===== config.mk =====
export PLATFORM = sky130hd
export DESIGN_NAME = gef_kernel
export DESIGN_NICKNAME = d
export VERILOG_FILES = /design/src/sv/gef_pkg.sv /design/src/sv/gef_kernel.sv
export SDC_FILE = /design/constraint.sdc
export NUM_CORES = 1
export LEC_CHECK = 0
export BUFFER_PORTS_ARGS = -buffer_cell sky130_fd_sc_hd__buf_4
export CAP_MARGIN = 20
export CELL_PAD_IN_SITES_DETAIL_PLACEMENT = 2
export CELL_PAD_IN_SITES_GLOBAL_PLACEMENT = 2
export CORE_UTILIZATION = 29
export DETAILED_ROUTE_END_ITERATION = 7
export MAX_ROUTING_LAYER = met4
export PLACE_DENSITY_LB_ADDON = 0.1
export SYNTH_ARGS = -nofsm -noshare
export SYNTH_HDL_FRONTEND = slang
export SYNTH_SLANG_ARGS = --single-unit

===== constraint.sdc =====
create_clock -name vclk -period 4.2
set_clock_uncertainty 0.2 [all_clocks]
set_input_delay 0.21 -clock vclk [all_inputs]
set_output_delay 0.21 -clock vclk [all_outputs]
set_load 0.005 [all_outputs]

===== src/sv/gef_pkg.sv =====
// Shared constants, codes and types of the 3x3 gradient edge filter.
package gef_pkg;

	// Field widths fixed by the stream and register formats
	localparam int CFG_W      = 11;
	localparam int CFG_IDX_W  = 2;
	localparam int IN_PIX_W   = 8;
	localparam int EDGE_W     = 8;
	localparam int EDGE_MAX   = 255;

	// Frame height limits, row counter width
	localparam int MIN_SIZE   = 3;
	localparam int MAX_HEIGHT = 1024;
	localparam int ROW_W      = $clog2(MAX_HEIGHT + 1);

	// Defaults for the top level parameters
	localparam int DEF_MAX_WIDTH  = 1024;
	localparam int DEF_PIXEL_BITS = 8;

	// Register reset values
	localparam logic [CFG_W-1:0] RST_IMAGE_WIDTH  = CFG_W'(640);
	localparam logic [CFG_W-1:0] RST_IMAGE_HEIGHT = CFG_W'(480);

	typedef enum logic [CFG_IDX_W-1:0] {
		CFG_IMAGE_WIDTH    = 2'd0,
		CFG_IMAGE_HEIGHT   = 2'd1,
		CFG_EDGE_DIRECTION = 2'd2
	} cfg_reg_t;

	typedef enum logic {
		MODE_PIXEL = 1'b0,
		MODE_FLUSH = 1'b1
	} item_mode_t;

	typedef enum logic {
		DIR_HORIZ = 1'b0,
		DIR_VERT  = 1'b1
	} edge_dir_t;

	// Per-item control handed to the kernel
	typedef struct packed {
		logic flush;   // flush item, result is zero
		logic border;  // window touches the frame border, result is zero
	} gef_ctrl_t;

endpackage


===== src/sv/gef_kernel.sv =====
// Prewitt-style 3x3 kernel: signed difference of two triple sums, abs, clamp.
module gef_kernel
	import gef_pkg::*;
#(
	parameter int PIXEL_BITS = DEF_PIXEL_BITS
) (
	input  logic [5:0][PIXEL_BITS-1:0] win,   // two older columns: 0..2 oldest, 3..5 newer
	input  logic [PIXEL_BITS-1:0]      top,
	input  logic [PIXEL_BITS-1:0]      mid,
	input  logic [PIXEL_BITS-1:0]      px,
	input  logic                       dir,
	input  gef_ctrl_t                  ctrl,
	output logic [EDGE_W-1:0]          edge_value
);

	localparam int SUM_W = PIXEL_BITS + 2;
	localparam int MAG_W = (SUM_W > EDGE_W + 1) ? SUM_W : EDGE_W + 1;

	logic [SUM_W-1:0]        sum_p;
	logic [SUM_W-1:0]        sum_n;
	logic signed [SUM_W:0]   diff;
	logic [SUM_W-1:0]        abs_v;
	logic [MAG_W-1:0]        mag;

	always_comb begin
		if (dir == DIR_HORIZ) begin
			// bottom row minus top row
			sum_p = SUM_W'(win[2]) + SUM_W'(win[5]) + SUM_W'(px);
			sum_n = SUM_W'(win[0]) + SUM_W'(win[3]) + SUM_W'(top);
		end else begin
			// right column minus left column
			sum_p = SUM_W'(top) + SUM_W'(mid) + SUM_W'(px);
			sum_n = SUM_W'(win[0]) + SUM_W'(win[1]) + SUM_W'(win[2]);
		end
		diff  = $signed({1'b0, sum_p}) - $signed({1'b0, sum_n});
		abs_v = diff[SUM_W] ? SUM_W'(-diff) : diff[SUM_W-1:0];
		mag   = MAG_W'(abs_v);
		if (ctrl.flush || ctrl.border) begin
			edge_value = '0;
		end else if (mag > MAG_W'(EDGE_MAX)) begin
			edge_value = EDGE_W'(EDGE_MAX);
		end else begin
			edge_value = mag[EDGE_W-1:0];
		end
	end

endmodule


==> results of run 1 <==
==> power by group through the flow <==
stage | sequential, mW | clock (mW) | combinational, mW
finish | 0 | 0 | 2.54
global route | 0 | 0 | 2.81
CTS | 0 | 0 | 2.52
detailed placement | 0 | 0 | 2.22
global placement | 0 | 0 | 2.12
floorplan | 0 | 0 | 1.38
==> layout by cell type (no fill, tap or decap), drive strengths merged, types with 3 or more instances in the layout <==
master  netlist  routed
fa           37      37
o211ai        4       4
nand2b        3       3
inv          67      67
ha           39      39
mux2          4       4
nor3          3       3
nor2         13      13
o21ai        15      15
mux2i         5       5
a21o         10      10
buf           4     138
o31ai         4       4
nor2b         6       6
o22ai         6       6
xor2         13      13
a211oi        3       3
nand2        17      17
o21bai        8       8
xnor2        23      23
a21oi        33      33
==> path summary, 6_finish.rpt <==
check	startpoint	to	slack, ns	cells after the start
worst max-delay path	top[1]	edge_value[2]	-0.59	21
worst min-delay path	ctrl[1]	edge_value[5]	0.63	4
==> per-layer routing <==
| layer | vias up | GRT usage, % | routed length, um |
|---|---|---|---|
| met3 | 0 | 0 | 124 |
| met4 | 0 | 0 | 0 |
| li1 | 1438 | - | - |
| met5 | - | - | 0 |
| met2 | 39 | 42.0 | 5410 |
| met1 | 1438 | 22.1 | 3920 |
==> cell type report <==
type / count / area share, %
Tap cell: 133 / 3.85
Inverter: 67 / 5.93
Timing Repair Buffer: 138 / 24.3
Multi-Input combinational cell: 275 / 65.9
==> worst max-delay path, stage by stage <==
cell                       delay (ns)
sky130_fd_sc_hd__buf_6           0.07
sky130_fd_sc_hd__inv_4           0.03
sky130_fd_sc_hd__fa_1            0.52
sky130_fd_sc_hd__inv_1           0.04
sky130_fd_sc_hd__ha_2            0.20
sky130_fd_sc_hd__fa_2            0.38
sky130_fd_sc_hd__a21o_1          0.20
sky130_fd_sc_hd__a21oi_4         0.19
sky130_fd_sc_hd__o21bai_2        0.11
sky130_fd_sc_hd__a21oi_2         0.16
sky130_fd_sc_hd__nor2b_1         0.06
sky130_fd_sc_hd__o211ai_1        0.23
sky130_fd_sc_hd__o21ai_1         0.11
sky130_fd_sc_hd__ha_1            0.31
sky130_fd_sc_hd__or3_4           0.41
sky130_fd_sc_hd__nor3_4          0.13
sky130_fd_sc_hd__nor4_2          0.07
sky130_fd_sc_hd__or2_4           0.25
sky130_fd_sc_hd__o31ai_4         0.36
sky130_fd_sc_hd__o22ai_1         0.16
sky130_fd_sc_hd__buf_4           0.15
==> cell usage after synthesis, types with 2 or more instances <==
library cell	instances
sky130_fd_sc_hd__o21bai_1	8
sky130_fd_sc_hd__ha_1	39
sky130_fd_sc_hd__nor3_1	2
sky130_fd_sc_hd__a211oi_1	2
sky130_fd_sc_hd__inv_1	67
sky130_fd_sc_hd__buf_2	2
sky130_fd_sc_hd__nor2b_1	6
sky130_fd_sc_hd__a21o_1	9
sky130_fd_sc_hd__fa_1	37
sky130_fd_sc_hd__nor4_1	2
sky130_fd_sc_hd__nor2_1	13
sky130_fd_sc_hd__a21oi_1	31
sky130_fd_sc_hd__o22ai_1	6
sky130_fd_sc_hd__clkbuf_1	5
sky130_fd_sc_hd__mux2_2	4
sky130_fd_sc_hd__o31ai_1	3
sky130_fd_sc_hd__mux2i_1	5
sky130_fd_sc_hd__xnor2_1	23
sky130_fd_sc_hd__o21ai_0	14
sky130_fd_sc_hd__xor2_1	13
sky130_fd_sc_hd__nand2_1	17
sky130_fd_sc_hd__a21oi_2	2
sky130_fd_sc_hd__o21a_1	2
sky130_fd_sc_hd__nand2b_1	3
sky130_fd_sc_hd__o211ai_1	4
sky130_fd_sc_hd__nand3_1	2
==> cell families after synthesis <==
logic type                 count (synthesis)  share of synthesized area, %
and+or+nand+nor                           57                          10.4
AOI/OAI and AO/OA                         97                          22.7
muxes                                      9                          3.28
adders and majority gates                 76                          42.4
xor gates and xnor gates                  36                          10.9
buffers and inverters                     76                          10.3
==> stage by stage <==
stage	cell area (sq um)	hold WS [ns]	std cells	TNS [ns]
CTS	4280	0.632	613	-4.60
finish	4330	0.627	613	-4.39
global route	4330	0.639	613	-6.21
floorplan	2960	0.400	351	0
global placement	4070	0.624	606	-4.47
detailed placement	4070	0.631	606	-5.50
==> repair_timing <==
action / 4_1_cts / 5_1_grt
pin swaps: 23 / 14
hold buffers: 0 / 0
gates resized for setup: 27 / 10
buffers inserted: 7 / 0
setup endpoints to repair: 8 / 8
==> impl_results.md, run 1 <==
- Final sequential cell count: 0
- Number of input and output port buffers inserted: 75
- Number of global-route vias before repair: 3500
- Outcome: finished with violations
- CP Max Fanout: 7
- Number of maximum-capacitance violations: 0
- Post-synth top area cell: sky130_fd_sc_hd__fa_1
- Global-route wire length before repair: 16.2 mm
- Number of diodes: 0
- Filler Cell Count: 1135
- Count of final max-slew check failures: 0
- Initial Utilization: 29.8%
- Number of endpoints failing setup at the final stage: 8
- Net total in the final layout: 633
- Startpoint type of the worst setup path: primary input
- Violations in the final reports: negative setup slack
- Sequential share of the synthesized area: 0%
- Setup slack at placement: -0.718 ns
- Worst Hold Class: primary input to output port
- Violation count after the first detailed-route iteration: 20
- Crit. End Element: output port
- Fraction of final layout cells with drive strength greater than 1: 40.6%
- Mean instance size in the synthesized netlist: 8.25 sq um
- Summed instance area of the synthesized netlist: 2900 sq um
- Gate count after technology mapping: 351
- Routability-driven placement congestion ratio: 0.752
- Row cnt: 36
- Die X-Extent: 102 um
- Main area contributors after synthesis: sky130_fd_sc_hd__fa_1 (26%), sky130_fd_sc_hd__ha_1 (17%), sky130_fd_sc_hd__inv_1 (8.7%)
- Growth of design area from synthesis to finish: 49.4%
- Highest Clock Rate: 0.209 GHz
- Initial antenna violation count: 0
- RSZ-0062 raised after global routing: yes
- DP HPWL: 8.50 mm
- Switching pwr: 1.27 mW
- Worst setup slack after layout: -0.586 ns
- Total power per unit cell area: 588 nW/um^2
- Detailed-route wire length per cell: 15.4 um
- Pwr Total: 2.54 mW
- Tightest Pin Transition: 0.502 ns
- Internal power summed over all cells: 1.28 mW
- Period Utilization, post-route: 114%
- Grt total ovfl: 0
- Clock buffer count in the final layout: 0
- Headroom to the max-slew limit: 66.3%
- Sequential power share: 0%
- Utilization after layout: 44.5%
- Leakage power: 2.15 nW
- Nets in the synthesized netlist: 502
- Ports placed on the boundary: 83
- Die area: 10400 sq um
- Final Hold Fails: 0
- Yosys warnings: 0
- Die Y: 102 um
- Footprint of the multi-input gates: 2850 sq um
- Part of the total power dissipated in the clock network: 0%
- Combinational Power Share: 100.0%
- Worst Setup Path Type: primary input to output port
- Number of library cell types mapped by synthesis: 56
- DRC violation count after routing: 0
- Required time at the worst-slack endpoint: 3.79 ns
- Detailed Route WL: 9.46 mm
- Sw Ratio: 49.8%
- Total core area: 9730 sq um
- Max IR drop VDD: 286 uV
- Register area: 0 sq um
- Via-to-Cell Ratio: 4.76
- Post-layout min period: 4.79 ns
- Iteration count of the initial detailed-routing pass: 3
- Fraction of synthesized cell area taken by the top area cell type: 25.6%
- Overall fraction of global-route tracks in use: 20.0%
- Signal arrival time at the worst endpoint: 4.38 ns
- DRT antenna net count: 0
- Vias: 2915
- Maximum number of pins on one net before global-route repair: 33
Power figures use the tool's default switching activity.
==> run 2, diff against run 1 <==
- BUFFER_PORTS_ARGS: -buffer_cell sky130_fd_sc_hd__buf_4 -> -buffer_cell sky130_fd_sc_hd__buf_2
==> impl_results.md, run 2 (synthesis results as in run 1) <==
- Signal arrival time at the worst endpoint: 4.29 ns
- Headroom to the max-slew limit: 74.5%
- Register area: 0 sq um
- Number of maximum-capacitance violations: 0
- Max IR drop VDD: 238 uV
- Number of global-route vias before repair: 3432
- Leakage power: 2.14 nW
- Vias: 2971
- Worst Hold Class: primary input to output port
- Grt total ovfl: 0
- Post-layout min period: 4.70 ns
- Violations in the final reports: negative setup slack
- Non-filler instance count after layout: 621
- Clock buffer count in the final layout: 0
- DP HPWL: 8.19 mm
- Highest Clock Rate: 0.213 GHz
- Total power per unit cell area: 611 nW/um^2
- Iteration count of the initial detailed-routing pass: 3
- DRT antenna net count: 0
- Via-to-Cell Ratio: 4.78
- RSZ-0062 raised after global routing: yes
- Global-route wire length before repair: 15.9 mm
- Die area: 10400 sq um
- Utilization after layout: 43.6%
- Pwr Total: 2.59 mW
- Wire length on met1: 3.86 mm
- Leading cell type in the layout, fill and taps excluded: sky130_fd_sc_hd__buf_2
- Count of final max-slew check failures: 0
- TNS Setup: -3.84 ns
- Detailed Route WL: 9.65 mm
- Final Hold Fails: 0
- Required time at the worst-slack endpoint: 3.79 ns
- Tightest Pin Transition: 0.379 ns
- CP Max Fanout: 7
- Filler Cell Count: 1144
- Row cnt: 36
- Overall fraction of global-route tracks in use: 19.8%
- Met2 wire len: 5.58 mm
- Initial Utilization: 29.8%
- Highest Signal Layer: met4
- Initial antenna violation count: 0
- Crit. End Element: output port
- Die Y: 102 um
- Die X-Extent: 102 um
- Startpoint type of the worst setup path: primary input
- Net total in the final layout: 641
- Worst setup slack after layout: -0.504 ns
- Setup slack at placement: -0.672 ns
- Number of diodes: 0
- Ports placed on the boundary: 83
- Fraction of final layout cells with drive strength greater than 1: 43.6%
- Growth of design area from synthesis to finish: 46.6%
- Final sequential cell count: 0
- Outcome: finished with violations
- Worst Setup Path Type: primary input to output port
- Period Utilization, post-route: 112%
- Instance count after placement with tap cells included: 613
- DRC violation count after routing: 0
- Number of input and output port buffers inserted: 75
- Length of routed met3 wiring: 178 um
- Number of endpoints failing setup at the final stage: 8
- Detailed-route wire length per cell: 15.5 um
- Maximum number of pins on one net before global-route repair: 22
- Violation count after the first detailed-route iteration: 26
- Total core area: 9730 sq um
- Routability-driven placement congestion ratio: 0.729
- Highest-count cells in the layout ignoring fill and taps: sky130_fd_sc_hd__buf_2 (74), sky130_fd_sc_hd__buf_4 (71), sky130_fd_sc_hd__inv_1 (63), sky130_fd_sc_hd__fa_1 (33), sky130_fd_sc_hd__ha_1 (32)
run 2: cell types whose count changed in the layout (fill, tap and decap cells not counted), sizes merged:
cell	change
buf	+8
run 2: through the flow:
| step | hold slack (ns) | instance area (sq um) |
|---|---|---|
| 2_1_floorplan | 0.400 | 2960 |
| 3_3_place_gp | 0.611 | 3920 |
| 3_5_place_dp | 0.625 | 3920 |
| 4_1_cts | 0.623 | 4160 |
| 5_1_grt | 0.650 | 4250 |
| 6_report | 0.635 | 4250 |
run 2: layout make-up:
| type | count | area (sq um) | share of cell area (%) |
|---|---|---|---|
| Multi-Input combinational cell | 275 | 2910 | 68.5 |
| Timing Repair Buffer | 146 | 915 | 21.5 |
| Inverter | 67 | 256 | 6.04 |
| Tap cell | 133 | 166 | 3.92 |
run 2: power breakdown:
group / internal (mW) / switching (mW)
sequential: 0 / 0
combinational: 1.29 / 1.30
clock: 0 / 0
run 2: final timing paths:
kind / startpoint / to / cells past startpoint
worst max-delay path: win[17] / edge_value[3] / 22
worst min-delay path: ctrl[1] / edge_value[5] / 4
run 2: per-layer routing:
| layer | vias to the layer above | global-route usage (%) |
|---|---|---|
| li1 | 1454 | - |
| met1 | 1466 | 21.5 |
| met2 | 47 | 41.7 |
| met3 | 4 | 0.0684 |
| met4 | 0 | 0.659 |
| met5 | - | - |
run 2: repair_timing:
item,4_1_cts,5_1_grt
cloned,1,0
hold buffers,0,0
gates resized for setup,35,14
endpoints found under the setup margin,8,8
pin swaps,22,14
setup buffers,6,1
run 2: critical path, cell delays in order:
cell and delay, ns:
sky130_fd_sc_hd__buf_2 0.08, sky130_fd_sc_hd__inv_2 0.04, sky130_fd_sc_hd__buf_4 0.12, sky130_fd_sc_hd__fa_1 0.49
sky130_fd_sc_hd__inv_2 0.05, sky130_fd_sc_hd__ha_4 0.16, sky130_fd_sc_hd__fa_2 0.36, sky130_fd_sc_hd__a21o_1 0.20
sky130_fd_sc_hd__a21oi_2 0.16, sky130_fd_sc_hd__o21bai_1 0.11, sky130_fd_sc_hd__a21oi_2 0.17, sky130_fd_sc_hd__nor2b_1 0.06
sky130_fd_sc_hd__o211ai_1 0.16, sky130_fd_sc_hd__o21a_1 0.15, sky130_fd_sc_hd__ha_1 0.25, sky130_fd_sc_hd__or3_4 0.41
sky130_fd_sc_hd__nor3_4 0.16, sky130_fd_sc_hd__nor4_4 0.07, sky130_fd_sc_hd__or2_4 0.25, sky130_fd_sc_hd__o31ai_4 0.33
sky130_fd_sc_hd__o22ai_1 0.15, sky130_fd_sc_hd__buf_2 0.14
==> run 3, diff against run 2 <==
- SETUP_SLACK_MARGIN: unset -> 0.02
==> impl_results.md, run 3 (synthesis results as in run 1) <==
- Sequential power share: 0%
- Detailed Route WL: 9.67 mm
- Utilization after layout: 44.2%
- Headroom to the max-slew limit: 75.2%
- Most common cell type on the critical path: sky130_fd_sc_hd__a21oi_2
- Grt total ovfl: 0
- Tightest Pin Transition: 0.369 ns
- Outcome: finished with violations
- Startpoint type of the worst setup path: primary input
- Delay of the slowest cell on the worst path: 0.53 ns
- Critical path's top delay family: compound AO/OA/AOI/OAI gates
- RSZ-0062 raised after global routing: yes
- Vias: 2963
- DRT antenna net count: 0
- Maximum number of pins on one net before global-route repair: 21
- Clock buffer count in the final layout: 0
- Ordered list of cells on the worst path: buf_8 -> inv_12 -> fa_1 -> inv_1 -> ha_2 -> fa_2 -> a21o_1 -> a21oi_2 -> o21bai_1 -> a21oi_2 -> nor2b_1 -> o211ai_1 -> o21a_1 -> ha_4 -> or3_4 -> o32ai_2 -> nor4_2 -> or2_4 -> o31ai_4 -> o22ai_1 -> buf_2
- Total power per unit cell area: 617 nW/um^2
- Detailed-route wire length per cell: 15.7 um
- Global-route wire length before repair: 16.2 mm
- Worst setup slack after layout: -0.466 ns
- Post-layout min period: 4.67 ns
- Violation count after the first detailed-route iteration: 31
- Highest-count cells in the layout ignoring fill and taps: sky130_fd_sc_hd__buf_2 (72), sky130_fd_sc_hd__inv_1 (63), sky130_fd_sc_hd__buf_4 (63), sky130_fd_sc_hd__fa_1 (33), sky130_fd_sc_hd__ha_1 (31)
- Routability-driven placement congestion ratio: 0.741
- Number of maximum-capacitance violations: 0
- Net total in the final layout: 637
- Worst Hold Class: primary input to output port
- Cell with the largest stage delay on the worst path: sky130_fd_sc_hd__fa_1
- Fraction of final layout cells with drive strength greater than 1: 44.4%
- Highest Clock Rate: 0.214 GHz
- Die area: 10400 sq um
- Final Hold Fails: 0
- Initial Utilization: 29.8%
- Switching pwr: 1.34 mW
- Max IR drop VDD: 243 uV
- Iteration count of the initial detailed-routing pass: 4
- Total core area: 9730 sq um
- Crit. End Element: output port
- Number of global-route vias before repair: 3549
- Post-layout instance area: 4300 sq um
- Internal power summed over all cells: 1.31 mW
- Combinational Power Share: 100.0%
- Ports placed on the boundary: 83
- Crit path buf inv count: 4
- Register area: 0 sq um
- Number of diodes: 0
- Die Y: 102 um
- Signal arrival time at the worst endpoint: 4.26 ns
- CP Max Fanout: 7
- Post-placement cell area: 3880 sq um
- Die X-Extent: 102 um
- Row cnt: 36
- Violations in the final reports: negative setup slack
- Via-to-Cell Ratio: 4.80
- Final sequential cell count: 0
- Overall fraction of global-route tracks in use: 20.3%
- Leakage power: 2.13 nW
- Number of input and output port buffers inserted: 75
- Leading cell type in the layout, fill and taps excluded: sky130_fd_sc_hd__buf_2
- Sw Ratio: 50.6%
- Initial antenna violation count: 0
- Part of the total power dissipated in the clock network: 0%
- Worst Setup Path Type: primary input to output port
- Setup slack at placement: -0.682 ns
- TNS Setup: -3.54 ns
- Number of endpoints failing setup at the final stage: 8
- Required time at the worst-slack endpoint: 3.79 ns
- Period Utilization, post-route: 111%
- DRC violation count after routing: 0
- Growth of design area from synthesis to finish: 48.5%
- DP HPWL: 8.29 mm
- Count of final max-slew check failures: 0
run 3: power groups by stage:
stage / clock network (mW) / logic (mW) / registers [mW]
after global routing: 0 / 2.91 / 0
after global placement: 0 / 2.03 / 0
after CTS: 0 / 2.50 / 0
after floorplan: 0 / 1.38 / 0
after detailed placement: 0 / 2.13 / 0
final: 0 / 2.65 / 0
run 3: per-layer routing:
layer	track usage, %	vias to the layer above	part of all wire [%]
met1	20.8	1455	39
met2	43.4	49	58
met4	1.87	0	0.79
met5	-	-	0
li1	-	1451	-
met3	0.616	8	1.5
run 3: worst paths after layout:
check / start / endpoint / slack (ns) / cells after the start
worst max-delay path: win[17] / edge_value[1] / -0.47 / 21
worst min-delay path: ctrl[1] / edge_value[5] / 0.62 / 4
run 3: layout make-up:
type | instances | area [sq um]
Inverter | 67 | 279
Fill cell | 1113 | 5430
Timing Repair Buffer | 142 | 920
Tap cell | 133 | 166
Multi-Input combinational cell | 275 | 2940
run 3: stage by stage:
stage | power (mW) | hold WS (ns) | cells
floorplan | 1.38 | 0.400 | 351
detailed placement | 2.13 | 0.633 | 604
CTS | 2.50 | 0.634 | 616
global placement | 2.03 | 0.606 | 604
finish | 2.65 | 0.621 | 617
global route | 2.91 | 0.652 | 617
run 3: timing repair:
action | CTS | global route
pin swaps | 39 | 14
buffers inserted | 12 | 1
endpoints found under the setup margin | 8 | 8
hold buffers | 0 | 0
resized for setup | 55 | 11
gates cloned | 1 | 0
